<file path="config.mk">
export PLATFORM = sky130hd
export DESIGN_NAME = wildcard_byte_pattern_scan
export DESIGN_NICKNAME = d
export VERILOG_FILES = /design/src/wbps_pkg.sv /design/src/wbps_cfg.sv /design/src/wbps_scan.sv /design/src/wbps_out.sv /design/src/wildcard_byte_pattern_scan.sv
export SDC_FILE = /design/constraint.sdc
export NUM_CORES = 2
export LEC_CHECK = 0
export BUFFER_PORTS_ARGS = -buffer_cell sky130_fd_sc_hd__clkbuf_2
export CORE_MARGIN = 2
export CORE_UTILIZATION = 30
export DETAILED_ROUTE_END_ITERATION = 8
export GPL_ROUTABILITY_DRIVEN = 1
export PLACE_DENSITY_LB_ADDON = 0.12
export SLEW_MARGIN = 15
export SYNTH_ARGS = -nofsm -noshare
export SYNTH_HDL_FRONTEND = slang
export SYNTH_SLANG_ARGS = --single-unit
</file>
<file path="constraint.sdc">
create_clock -name clk -period 15.51 [get_ports clk]
set_clock_uncertainty 0.15 [all_clocks]
set_input_delay 0.7755 -clock clk [delete_from_list [all_inputs] [get_ports clk]]
set_output_delay 0.7755 -clock clk [all_outputs]
set_load 0.005 [all_outputs]
</file>
<file path="src/wbps_pkg.sv">
`timescale 1ns / 1ps

package wbps_pkg;

    // Configuration register indexes
    localparam logic [2:0] CFG_PATTERN_LOW  = 3'd0;
    localparam logic [2:0] CFG_PATTERN_HIGH = 3'd1;
    localparam logic [2:0] CFG_PATTERN_LEN  = 3'd2;
    localparam logic [2:0] CFG_OFFSET       = 3'd3;
    localparam logic [2:0] CFG_START_ADDR   = 3'd4;
    localparam logic [2:0] CFG_END_ADDR     = 3'd5;

    localparam int          CFG_INDEX_W  = 3;
    localparam int          CFG_DATA_W   = 64;
    localparam int          ADDR_W       = 64;
    localparam int          LEN_W        = 5;
    localparam logic [7:0]  WILDCARD     = 8'hFF;

    // Live configuration seen by the scan logic
    typedef struct packed {
        logic [63:0]      pattern_low;
        logic [63:0]      pattern_high;
        logic [LEN_W-1:0] pattern_length;
        logic [31:0]      result_offset;
        logic [ADDR_W-1:0] start_address;
        logic [ADDR_W-1:0] end_address;
    } cfg_t;

    // One result request from the scan stage to the output register
    typedef struct packed {
        logic              push;
        logic              found;
        logic [ADDR_W-1:0] match_address;
    } res_t;

endpackage

</file>
<file path="src/wbps_cfg.sv">
`timescale 1ns / 1ps

module wbps_cfg
(
    input  logic                              clk,
    input  logic                              rst_n,
    input  logic                              cfg_we,
    input  logic [wbps_pkg::CFG_INDEX_W-1:0]  cfg_index,
    input  logic [wbps_pkg::CFG_DATA_W-1:0]   cfg_data,
    output wbps_pkg::cfg_t                    cfg
);

    wbps_pkg::cfg_t cfg_reg;
    wbps_pkg::cfg_t cfg_next;

    // Decode the write into the addressed register
    always_comb
    begin
        cfg_next = cfg_reg;
        if (cfg_we)
        begin
            case (cfg_index)
                wbps_pkg::CFG_PATTERN_LOW:  cfg_next.pattern_low    = cfg_data;
                wbps_pkg::CFG_PATTERN_HIGH: cfg_next.pattern_high   = cfg_data;
                wbps_pkg::CFG_PATTERN_LEN:
                    cfg_next.pattern_length = cfg_data[wbps_pkg::LEN_W-1:0];
                wbps_pkg::CFG_OFFSET:       cfg_next.result_offset  = cfg_data[31:0];
                wbps_pkg::CFG_START_ADDR:   cfg_next.start_address  = cfg_data;
                wbps_pkg::CFG_END_ADDR:     cfg_next.end_address    = cfg_data;
                default:                    cfg_next = cfg_reg;
            endcase
        end
    end

    always_ff @(posedge clk or negedge rst_n)
    begin
        if (!rst_n)
        begin
            cfg_reg.pattern_low    <= '0;
            cfg_reg.pattern_high   <= '0;
            cfg_reg.pattern_length <= wbps_pkg::LEN_W'(1);
            cfg_reg.result_offset  <= '0;
            cfg_reg.start_address  <= '0;
            cfg_reg.end_address    <= '0;
        end
        else
        begin
            cfg_reg <= cfg_next;
        end
    end

    assign cfg = cfg_reg;

endmodule

</file>
<file path="src/wbps_scan.sv">
`timescale 1ns / 1ps

module wbps_scan
#(
    parameter int PATTERN_MAX = 16
)
(
    input  logic           clk,
    input  logic           rst_n,
    input  wbps_pkg::cfg_t cfg,
    input  logic           s_tvalid,
    output logic           s_tready,
    input  logic [7:0]     data_byte,
    input  logic           first,
    input  logic           out_free,
    output wbps_pkg::res_t res
);

    localparam int SW = $clog2(PATTERN_MAX + 1);
    localparam int IW = (PATTERN_MAX > 1) ? $clog2(PATTERN_MAX) : 1;
    localparam int LW = wbps_pkg::LEN_W;
    localparam int AW = wbps_pkg::ADDR_W;

    // Input register
    logic             in_vld_reg, in_vld_next;
    logic [7:0]       in_byte_reg;
    logic             in_first_reg;

    // Scan state
    logic [7:0]       win_reg  [PATTERN_MAX];
    logic [7:0]       win_next [PATTERN_MAX];
    logic [AW-1:0]    addr_reg, addr_next;
    logic [SW-1:0]    seen_reg, seen_next;
    logic             done_reg, done_next;

    logic             accept;
    logic             fire;
    logic             active;
    logic             empty_range;
    logic [AW-1:0]    base_addr;
    logic [LW-1:0]    len_use;
    logic [LW-1:0]    len_m1;
    logic [SW-1:0]    seen_inc;
    logic             cand_ready;
    logic [AW-1:0]    cand_start;
    logic             past_end;
    logic             last_cand;
    logic [127:0]     pattern;
    logic [PATTERN_MAX-1:0] hit;
    logic             match;
    logic [LW-1:0]    idx;
    logic [7:0]       pbyte;
    logic             emit;

    assign accept   = s_tvalid && s_tready;
    assign fire     = in_vld_reg && out_free;
    assign s_tready = !in_vld_reg || out_free;
    assign active   = in_first_reg || !done_reg;

    // Hold the request until the result stage can take it
    always_comb
    begin
        in_vld_next = in_vld_reg;
        if (accept)
        begin
            in_vld_next = 1'b1;
        end
        else if (fire)
        begin
            in_vld_next = 1'b0;
        end
    end

    // Candidate start position and window for this byte
    always_comb
    begin
        base_addr   = in_first_reg ? cfg.start_address : addr_reg + AW'(1);
        empty_range = in_first_reg && (cfg.start_address >= cfg.end_address);

        if (cfg.pattern_length == '0)
        begin
            len_use = LW'(1);
        end
        else if (cfg.pattern_length > LW'(PATTERN_MAX))
        begin
            len_use = LW'(PATTERN_MAX);
        end
        else
        begin
            len_use = cfg.pattern_length;
        end
        len_m1 = len_use - LW'(1);

        if (in_first_reg)
        begin
            seen_inc = SW'(1);
        end
        else if (seen_reg == SW'(PATTERN_MAX))
        begin
            seen_inc = seen_reg;
        end
        else
        begin
            seen_inc = seen_reg + SW'(1);
        end

        win_next[0] = in_byte_reg;
        for (int k = 1; k < PATTERN_MAX; k++)
        begin
            win_next[k] = win_reg[k-1];
        end

        cand_ready = LW'(seen_inc) >= len_use;
        cand_start = base_addr - AW'(len_m1);
        past_end   = cand_start >= cfg.end_address;
        last_cand  = (cand_start + AW'(1)) == cfg.end_address;
    end

    // Compare every pattern byte against its window slot, wildcard passes
    always_comb
    begin
        pattern = {cfg.pattern_high, cfg.pattern_low};
        idx     = '0;
        pbyte   = '0;
        for (int i = 0; i < PATTERN_MAX; i++)
        begin
            idx    = len_m1 - LW'(i);
            pbyte  = pattern[i*8 +: 8];
            hit[i] = (LW'(i) > len_m1) || (pbyte == wbps_pkg::WILDCARD)
                     || (pbyte == win_next[idx[IW-1:0]]);
        end
        match = &hit;
    end

    // Decide whether this byte ends the search
    always_comb
    begin
        emit = empty_range || (cand_ready && (past_end || match || last_cand));

        res.push          = fire && active && emit;
        res.found         = !empty_range && cand_ready && !past_end && match;
        res.match_address = res.found
                            ? cand_start + {{(AW-32){cfg.result_offset[31]}},
                                            cfg.result_offset}
                            : '0;

        addr_next = addr_reg;
        seen_next = seen_reg;
        done_next = done_reg;
        if (fire && active)
        begin
            addr_next = base_addr;
            seen_next = empty_range ? '0 : seen_inc;
            done_next = emit;
        end
    end

    // Input register
    always_ff @(posedge clk or negedge rst_n)
    begin
        if (!rst_n)
        begin
            in_vld_reg <= 1'b0;
        end
        else
        begin
            in_vld_reg <= in_vld_next;
        end
    end

    always_ff @(posedge clk)
    begin
        if (accept)
        begin
            in_byte_reg  <= data_byte;
            in_first_reg <= first;
        end
    end

    // Scan state
    always_ff @(posedge clk or negedge rst_n)
    begin
        if (!rst_n)
        begin
            addr_reg <= '0;
            seen_reg <= '0;
            done_reg <= 1'b1;
        end
        else
        begin
            addr_reg <= addr_next;
            seen_reg <= seen_next;
            done_reg <= done_next;
        end
    end

    // Window advances only on bytes that take part in a search
    always_ff @(posedge clk)
    begin
        if (fire && active)
        begin
            for (int k = 0; k < PATTERN_MAX; k++)
            begin
                win_reg[k] <= win_next[k];
            end
        end
    end

    // A result always closes the search
    a_push_closes: assert property (@(posedge clk) disable iff (!rst_n)
        res.push |=> done_reg)
        else $error("search still open after a result");

    // A closed search stays silent until a first byte
    a_idle_silent: assert property (@(posedge clk) disable iff (!rst_n)
        (fire && done_reg && !in_first_reg) |-> !res.push)
        else $error("result from an idle scan");

    // Byte count saturates at the window depth
    a_seen_bound: assert property (@(posedge clk) disable iff (!rst_n)
        seen_reg <= SW'(PATTERN_MAX))
        else $error("byte count beyond window depth");

endmodule

</file>
<file path="src/wbps_out.sv">
`timescale 1ns / 1ps

module wbps_out
(
    input  logic                         clk,
    input  logic                         rst_n,
    input  wbps_pkg::res_t               res,
    output logic                         out_free,
    output logic                         m_tvalid,
    input  logic                         m_tready,
    output logic                         found,
    output logic [wbps_pkg::ADDR_W-1:0]  match_address
);

    logic                        vld_reg, vld_next;
    logic                        found_reg;
    logic [wbps_pkg::ADDR_W-1:0] addr_reg;

    assign out_free = !vld_reg || m_tready;

    // Load a new result, drop the old one once taken
    always_comb
    begin
        vld_next = vld_reg;
        if (res.push)
        begin
            vld_next = 1'b1;
        end
        else if (m_tready)
        begin
            vld_next = 1'b0;
        end
    end

    always_ff @(posedge clk or negedge rst_n)
    begin
        if (!rst_n)
        begin
            vld_reg <= 1'b0;
        end
        else
        begin
            vld_reg <= vld_next;
        end
    end

    always_ff @(posedge clk)
    begin
        if (res.push)
        begin
            found_reg <= res.found;
            addr_reg  <= res.match_address;
        end
    end

    assign m_tvalid      = vld_reg;
    assign found         = found_reg;
    assign match_address = addr_reg;

    // A new result never overwrites one still waiting
    a_no_overwrite: assert property (@(posedge clk) disable iff (!rst_n)
        res.push |-> (!vld_reg || m_tready))
        else $error("result overwritten before it was taken");

endmodule

</file>
<file path="src/wildcard_byte_pattern_scan.sv">
`timescale 1ns / 1ps

// Wildcard byte pattern scan.
// Memory bytes enter on the s_ side in ascending address order; s_tuser
// marks the byte at start_address and restarts the search. Pattern bytes
// of 0xFF match any byte. At most one result per search leaves on the m_
// side: found=1 with the match start plus the signed offset, or found=0
// with address 0 once the last start below end_address has failed.
// Bytes arriving after a result are dropped until the next first byte.
// Registers are written through cfg_we/cfg_index/cfg_data; the user must
// write them only while idle, the block does not enforce it. Throughput:
// one byte per cycle while the output register is free; the input and
// result registers bound the only logic stage, which compares all window
// alignments in parallel, and the output register drives m_tvalid.
// Reset: no search active, registers at their defaults (length 1).
// Stall: while m_tready is low, one result waits in the output register
// and one more byte waits in the input register; s_tready then drops.

module wildcard_byte_pattern_scan
#(
    parameter int PATTERN_MAX = 16
)
(
    input  logic                              clk,
    input  logic                              rst_n,
    // configuration write port
    input  logic                              cfg_we,
    input  logic [wbps_pkg::CFG_INDEX_W-1:0]  cfg_index,
    input  logic [wbps_pkg::CFG_DATA_W-1:0]   cfg_data,
    // byte stream
    input  logic                              s_tvalid,
    output logic                              s_tready,
    input  logic [7:0]                        s_tdata,   // [7:0] data_byte
    input  logic                              s_tuser,   // [0] first
    // result stream
    output logic                              m_tvalid,
    input  logic                              m_tready,
    output logic [wbps_pkg::ADDR_W-1:0]       m_tdata,   // [63:0] match_address
    output logic                              m_tuser    // [0] found
);

    wbps_pkg::cfg_t cfg;
    wbps_pkg::res_t res;
    logic           out_free;

    wbps_cfg u_cfg
    (
        .clk       (clk),
        .rst_n     (rst_n),
        .cfg_we    (cfg_we),
        .cfg_index (cfg_index),
        .cfg_data  (cfg_data),
        .cfg       (cfg)
    );

    wbps_scan
    #(
        .PATTERN_MAX (PATTERN_MAX)
    )
    u_scan
    (
        .clk       (clk),
        .rst_n     (rst_n),
        .cfg       (cfg),
        .s_tvalid  (s_tvalid),
        .s_tready  (s_tready),
        .data_byte (s_tdata),
        .first     (s_tuser),
        .out_free  (out_free),
        .res       (res)
    );

    wbps_out u_out
    (
        .clk           (clk),
        .rst_n         (rst_n),
        .res           (res),
        .out_free      (out_free),
        .m_tvalid      (m_tvalid),
        .m_tready      (m_tready),
        .found         (m_tuser),
        .match_address (m_tdata)
    );

endmodule

</file>
# Yosys cells after proc, flatten, opt, wreduce, memory -nomap -nowiden
# Memory sizes are Yosys's and may differ from the RTL's.
# Cells that the tools add are included.
word_totals:
  romBits: 0
  out_inout_bits: 67
  mem_bits_rw: 128
  reg_bits: 439
  latch_bits: 0
  elab_cells: 251
  memories: 1
op_classes:
  shifts: 0
  n_mux: 60
  n_div: 0
  reduce_logical: 63
  n_eq_ne: 39
  addsub: 21
  order_cmp: 36
  bitwise_logic: 16
  mul: 0
mem_list:
  columns: ["name", "words", "width", "read_ports", "rd_clocked_by_memory_dff", "write_ports", "line_no", "rtl"]
  rows:
  - ["u_scan.win_reg", 16, 8, 15, 0, 16, "wbps_scan.sv:30", "logic [7:0] win_reg [PATTERN_MAX];"]
op_table:
  columns: ["op", "n"]
  rows:
  - ["$bmux W8 S4", 16]
  - ["$mux W8", 32]
  - ["$add A64 B1 Y64 const B", 2]
  - ["$eq A8 B8 Y1", 16]
  - ["$eq A8 B8 Y1 const B", 16]
  - ["$ge A64 B64 Y1", 2]
  - ["$ge A5 B5 Y1 const B", 16]
  - ["$not A4 Y5", 16]
  - ["$add A64 B64 Y64", 1]
  - ["$eq A64 B64 Y1", 1]
  - ["$mux W64", 1]
  - ["$sub A64 B5 Y64", 1]
  - ["$gt A4 B5 Y1 const A", 8]
  - ["$logic_or A1 B1 Y1", 38]
  - ["$sub A4 B4 Y4 const B", 8]
  - ["$mux W5", 5]
  - ["$gt A3 B5 Y1 const A", 4]
  - ["$reduce_and A16 Y1", 1]
  - ["$sub A4 B3 Y4 const B", 4]
  - ["$reduce_and A2 Y1", 6]
  - ["$gt A1 B5 Y1 const A", 2]
  - ["$gt A2 B5 Y1 const A", 2]
  - ["$logic_and A1 B1 Y1", 9]
  - ["$sub A4 B2 Y4 const B", 2]
  - ["14 further kinds", 26]

# Logic depth before layout (Yosys ltp)
depth:
  word_depth: 18
  ltp_mapped: 46
  ltp_nobuf: 34

# Cells and area by module
# A second synthesis with hierarchy kept.
unflattened:
  hier_cells: 3808
  area_unflattened_um2: 41491.0
modules_own_cells:
  columns: ["module", "seq_area_each_um2", "cells_each", "area_each_um2", "n_inst"]
  rows:
  - ["wbps_scan", 5651.7, 3117, 28265.9, 1]
  - ["wbps_cfg", 7333.3, 623, 11225.8, 1]
  - ["wbps_out", 1976.9, 68, 1999.4, 1]

# Least setup slack after synthesis
# Ideal clock, no wire load.
synth_path:
  kind: "register to register"
  from: "register u_scan.in_first_reg"
  to: "register u_out.found_reg (netlist: u_out.found) (enable)"
  setup_slack_ps: 5067
  path_buffers: 14
  setup_time_ps: 695
  required_ps: 14665
  t_arrival_ps: 9599
  path_stages_with_launch: 47
  path_cell_list: "edfxtp_1 buf_2 buf_4 buf_4 buf_4 buf_4 buf_2 buf_2 buf_2 buf_2 buf_2 buf_1 buf_1 clkbuf_1 nor2_1 a21oi_1 ha_1 inv_1 [11 not listed] xnor2_1 ha_1 a21o_1 a21o_1 a21oi_1 nor2b_1 o21ai_0 nand2b_1 a21oi_1 nor2b_1 o21ai_0 nand2_1 a21oi_1 nor2b_1 nor3_1 a21oi_1 o21ai_0 nand2_1"
synth_rtl:
  columns: ["element", "line_no", "rtl"]
  rows:
  - ["start: declaration", "wbps_scan.sv:27", "logic in_first_reg;"]
  - ["start signal: assignment", "wbps_scan.sv:176", "in_first_reg <= first;"]
  - ["end signal: assignment", "wbps_out.sv:51", "found_reg <= res.found;"]
  - ["end: declaration", "wbps_out.sv:16", "logic found_reg;"]

==> summary.md <==
| Metric | Value |
|---|---|
| Avg Cell Area, Syn | `10.69 um2` |
| Unrepaired setup endpoints after global routing | `no` |
| Synth Area in Compound Gates | `10.35%` |
| Max-cap check violation count | `0` |
| Routed WL per cell | `24.23 um` |
| Gpl congestion | `0.8772` |
| Crit-path slowest cell | `o311ai_0` |
| Type of element launching the critical path | `register` |
| WL met3 | `6624 um` |
| CP arrival | `10760 ps` |
| Critical Path Most Common Cell | `a21oi_1` |
| H-tree depth | `3` |
| ANT nets after route | `0` |
| Number of library cell types mapped by synthesis | `100` |
| Endpoints failing setup | `0` |
| Clock sink count | `559` |
| Reg2reg start | `u_cfg.cfg[164]` |
| Dominant synthesized flop cell | `dfrtp_1` |
| Initial core utilization | `30.12%` |
| Commonest non-fill, non-tap cell in the layout | `dfrtp_1` |
| Fmax | `93.30 MHz` |
| Yosys top cell by area | `dfrtp_1` |
| Hold path startpoint | `s_tdata[4]` |
| Number of enable flip-flop cells after synthesis | `194` |
| Crit path launch | `u_cfg.cfg[164]` |
| Tcrit/Tclk final | `69.11%` |
| Rows | `136` |
| Largest net degree at the start of global routing | `100` |
| Power Dens Cells | `205.5 mW/mm2` |
| Initial antenna violation count | `11` |
| Post-synthesis async set-or-reset flop share | `65.30%` |
| Mapped Nets | `4152` |
| Clk Latency, worst-skew pair | `690 ps` |
| Clock Pin Slew Worst Setup and Hold Paths | `60 ps` |
| Met2 routed WL | `62810 um` |
| Max reg flops | `293` |
| Area contributors post-synth | `dfrtp_1 22%, edfxtp_1 14%, mux2_2 8.4%` |
| Final net count | `4251` |
| DRT Pass-1 Iters | `6` |
| 1st-iter DRT viols | `2319` |
| Global-route wire length before repair | `209300 um` |
| Port Buf Inserts | `147` |
| CTS tree | `built` |
| PnR worst setup slack | `4792 ps` |
| Xor and xnor area share after synthesis | `7.613%` |
| Die Ht | `374.8 um` |
| Ports | `148` |
| Die area | `0.1405 mm2` |
| Place WS | `4827 ps` |
| Area growth syn-to-layout | `12.93%` |
| CTS buffer count | `75` |
| Crit-path max cell delay | `1090 ps` |
| Post-Syn Instances | `3859` |
| Yosys reg bits | `559` |
| Top sig layer | `met4` |
| GRT Total Usage | `19.84%` |
| Yosys top cell area share | `22.02%` |
| CP Capture Type | `register` |
| Post-CTS Hold Buffers | `1` |
| Vias/cell | `5.462` |
| Final wirelength | `140900 um` |
| P_leak | `0.01928 uW` |
| Synth Warn # | `0` |
| Total grt overflow | `0` |
| Setup tns final | `0 ps` |
| Core area | `0.1370 mm2` |
| Req. time, crit path | `15550 ps` |
| Crit Path Category | `reg2reg` |
| Run status | `finished, final reports clean` |
| CTS max path bufs | `3` |
| Largest family of logic cells by synthesized area | `multiplexers` |
| Hold Crit Class | `in2reg` |
| Die W | `374.8 um` |
| Vias | `31770` |
| Crit Path Max Fanout | `65` |
| Post-synthesis cell area | `0.04125 mm2` |
| Max_slew headroom | `14.87%` |
| Min cycle time layout | `10720 ps` |
| Post-Synth Simple-Gate Area | `13.58%` |
| Slew Limit Fails | `0` |
| Fin area | `0.04659 mm2` |
| Mux share of post-synthesis cell area | `22.82%` |
| Placed cell area | `0.04402 mm2` |
| Worst-Margin Slew | `1261 ps` |
| Postcts setup bufs | `0` |
| Vias in the first global route | `30460` |
| Final hold vios | `0` |
| Met1 Wirelength | `68130 um` |
| Sequential-to-total area share from yosys stat | `36.27%` |
| DRC | `0` |
| Post-synthesis adder-cell area fraction | `6.539%` |
| Fraction of layout cells with a size suffix above 1 | `20.21%` |
| Hpwl dp | `109100 um` |
| Total power | `9574 uW` |
| Max rail drop VDD | `0.1005 mV` |
| Most frequent cells in the layout | `363 x dfrtp_1, 308 x mux2_2, 306 x mux2i_1, 222 x nand2_1, 208 x ha_1` |
| Root buf cell | `clkbuf_16` |
| Gates resized, CTS repair | `0` |
[metal layers]
metal  vias to the layer above  track usage [%]
li1                      14890                -
met1                     15970            28.74
met2                       764            30.83
met3                       143            2.692
met4                         0            5.417
met5                         -                0
[final cells by class]
type | instances | area, um2
multi-input combinational | 3002 | 25260
antenna | 5 | 12.51
clock buffer | 102 | 2165
fill | 13870 | 90390
tap | 1794 | 2245
sequential | 559 | 14960
clock inverter | 35 | 376.6
timing repair buffer | 191 | 1079
inverter | 129 | 491.7
[worst paths after layout]
check,endpoint,slack [ps],cells past startpoint
min reg2reg,u_scan.addr_reg[58],340,2
min,u_scan.in_byte_reg[4],110,1
max,u_out.match_address[4],4790,29
max in group asynchronous,u_cfg.cfg[242],11700,5
min in group asynchronous,u_scan.addr_reg[51],590,2
max reg2reg,u_out.match_address[4],4790,29
[worst max-delay path, delay by kind of cell, from the launching register on]
kind,cells,cell delay (ps)
xor gates and xnor gates,2,700
buffers and inverters,3,840
and+or+nand+nor,7,2410
DFF,1,430
adders and majority gates,3,1180
AOI/OAI and AO/OA,14,4400
[where the power goes]
part	switching (uW)	internal (uW)	total [uW]
Combinational	3120	2260	5370
Clock	732	1080	1810
Sequential	430	1960	2390
[metrics by stage]
stage	std cells	util [%]	hold slack (ps)
detailed placement	5674	32.14	327.0
floorplan	3859	-	299.8
finish	5817	34.01	114.1
global placement	5674	32.14	322.5
CTS	5812	34.00	73.01
global route	5812	34.00	98.10
[synthesized netlist by cell type (all sizes together), types with 24 or more instances]
cell	n
a211oi	27
a21o	91
a21oi	140
a31oi	27
and2	24
and3	44
and4	24
buf	46
clkbuf	123
dfrtp	363
edfxtp	194
ha	210
inv	128
mux2	308
mux2i	306
mux4	128
nand2	227
nand2b	46
nand3	92
nand4	121
nor2	193
nor2b	45
nor3	73
nor4	82
o21ai	147
xnor2	166
xor2	172
[kinds of logic (layout without fill, tap and decap cells)]
logic type / count (synthesis) / count (layout)
buffers and inverters: 298 / 457
AND/OR/NAND/NOR: 1057 / 1057
multiplexers: 742 / 742
other: 0 / 5
flip-flops: 559 / 559
AO/OA/AOI/OAI: 642 / 642
adder cells (fa/ha/maj): 215 / 215
XOR/XNOR: 346 / 346
No activity file was read; power rests on OpenSTA's default activity.
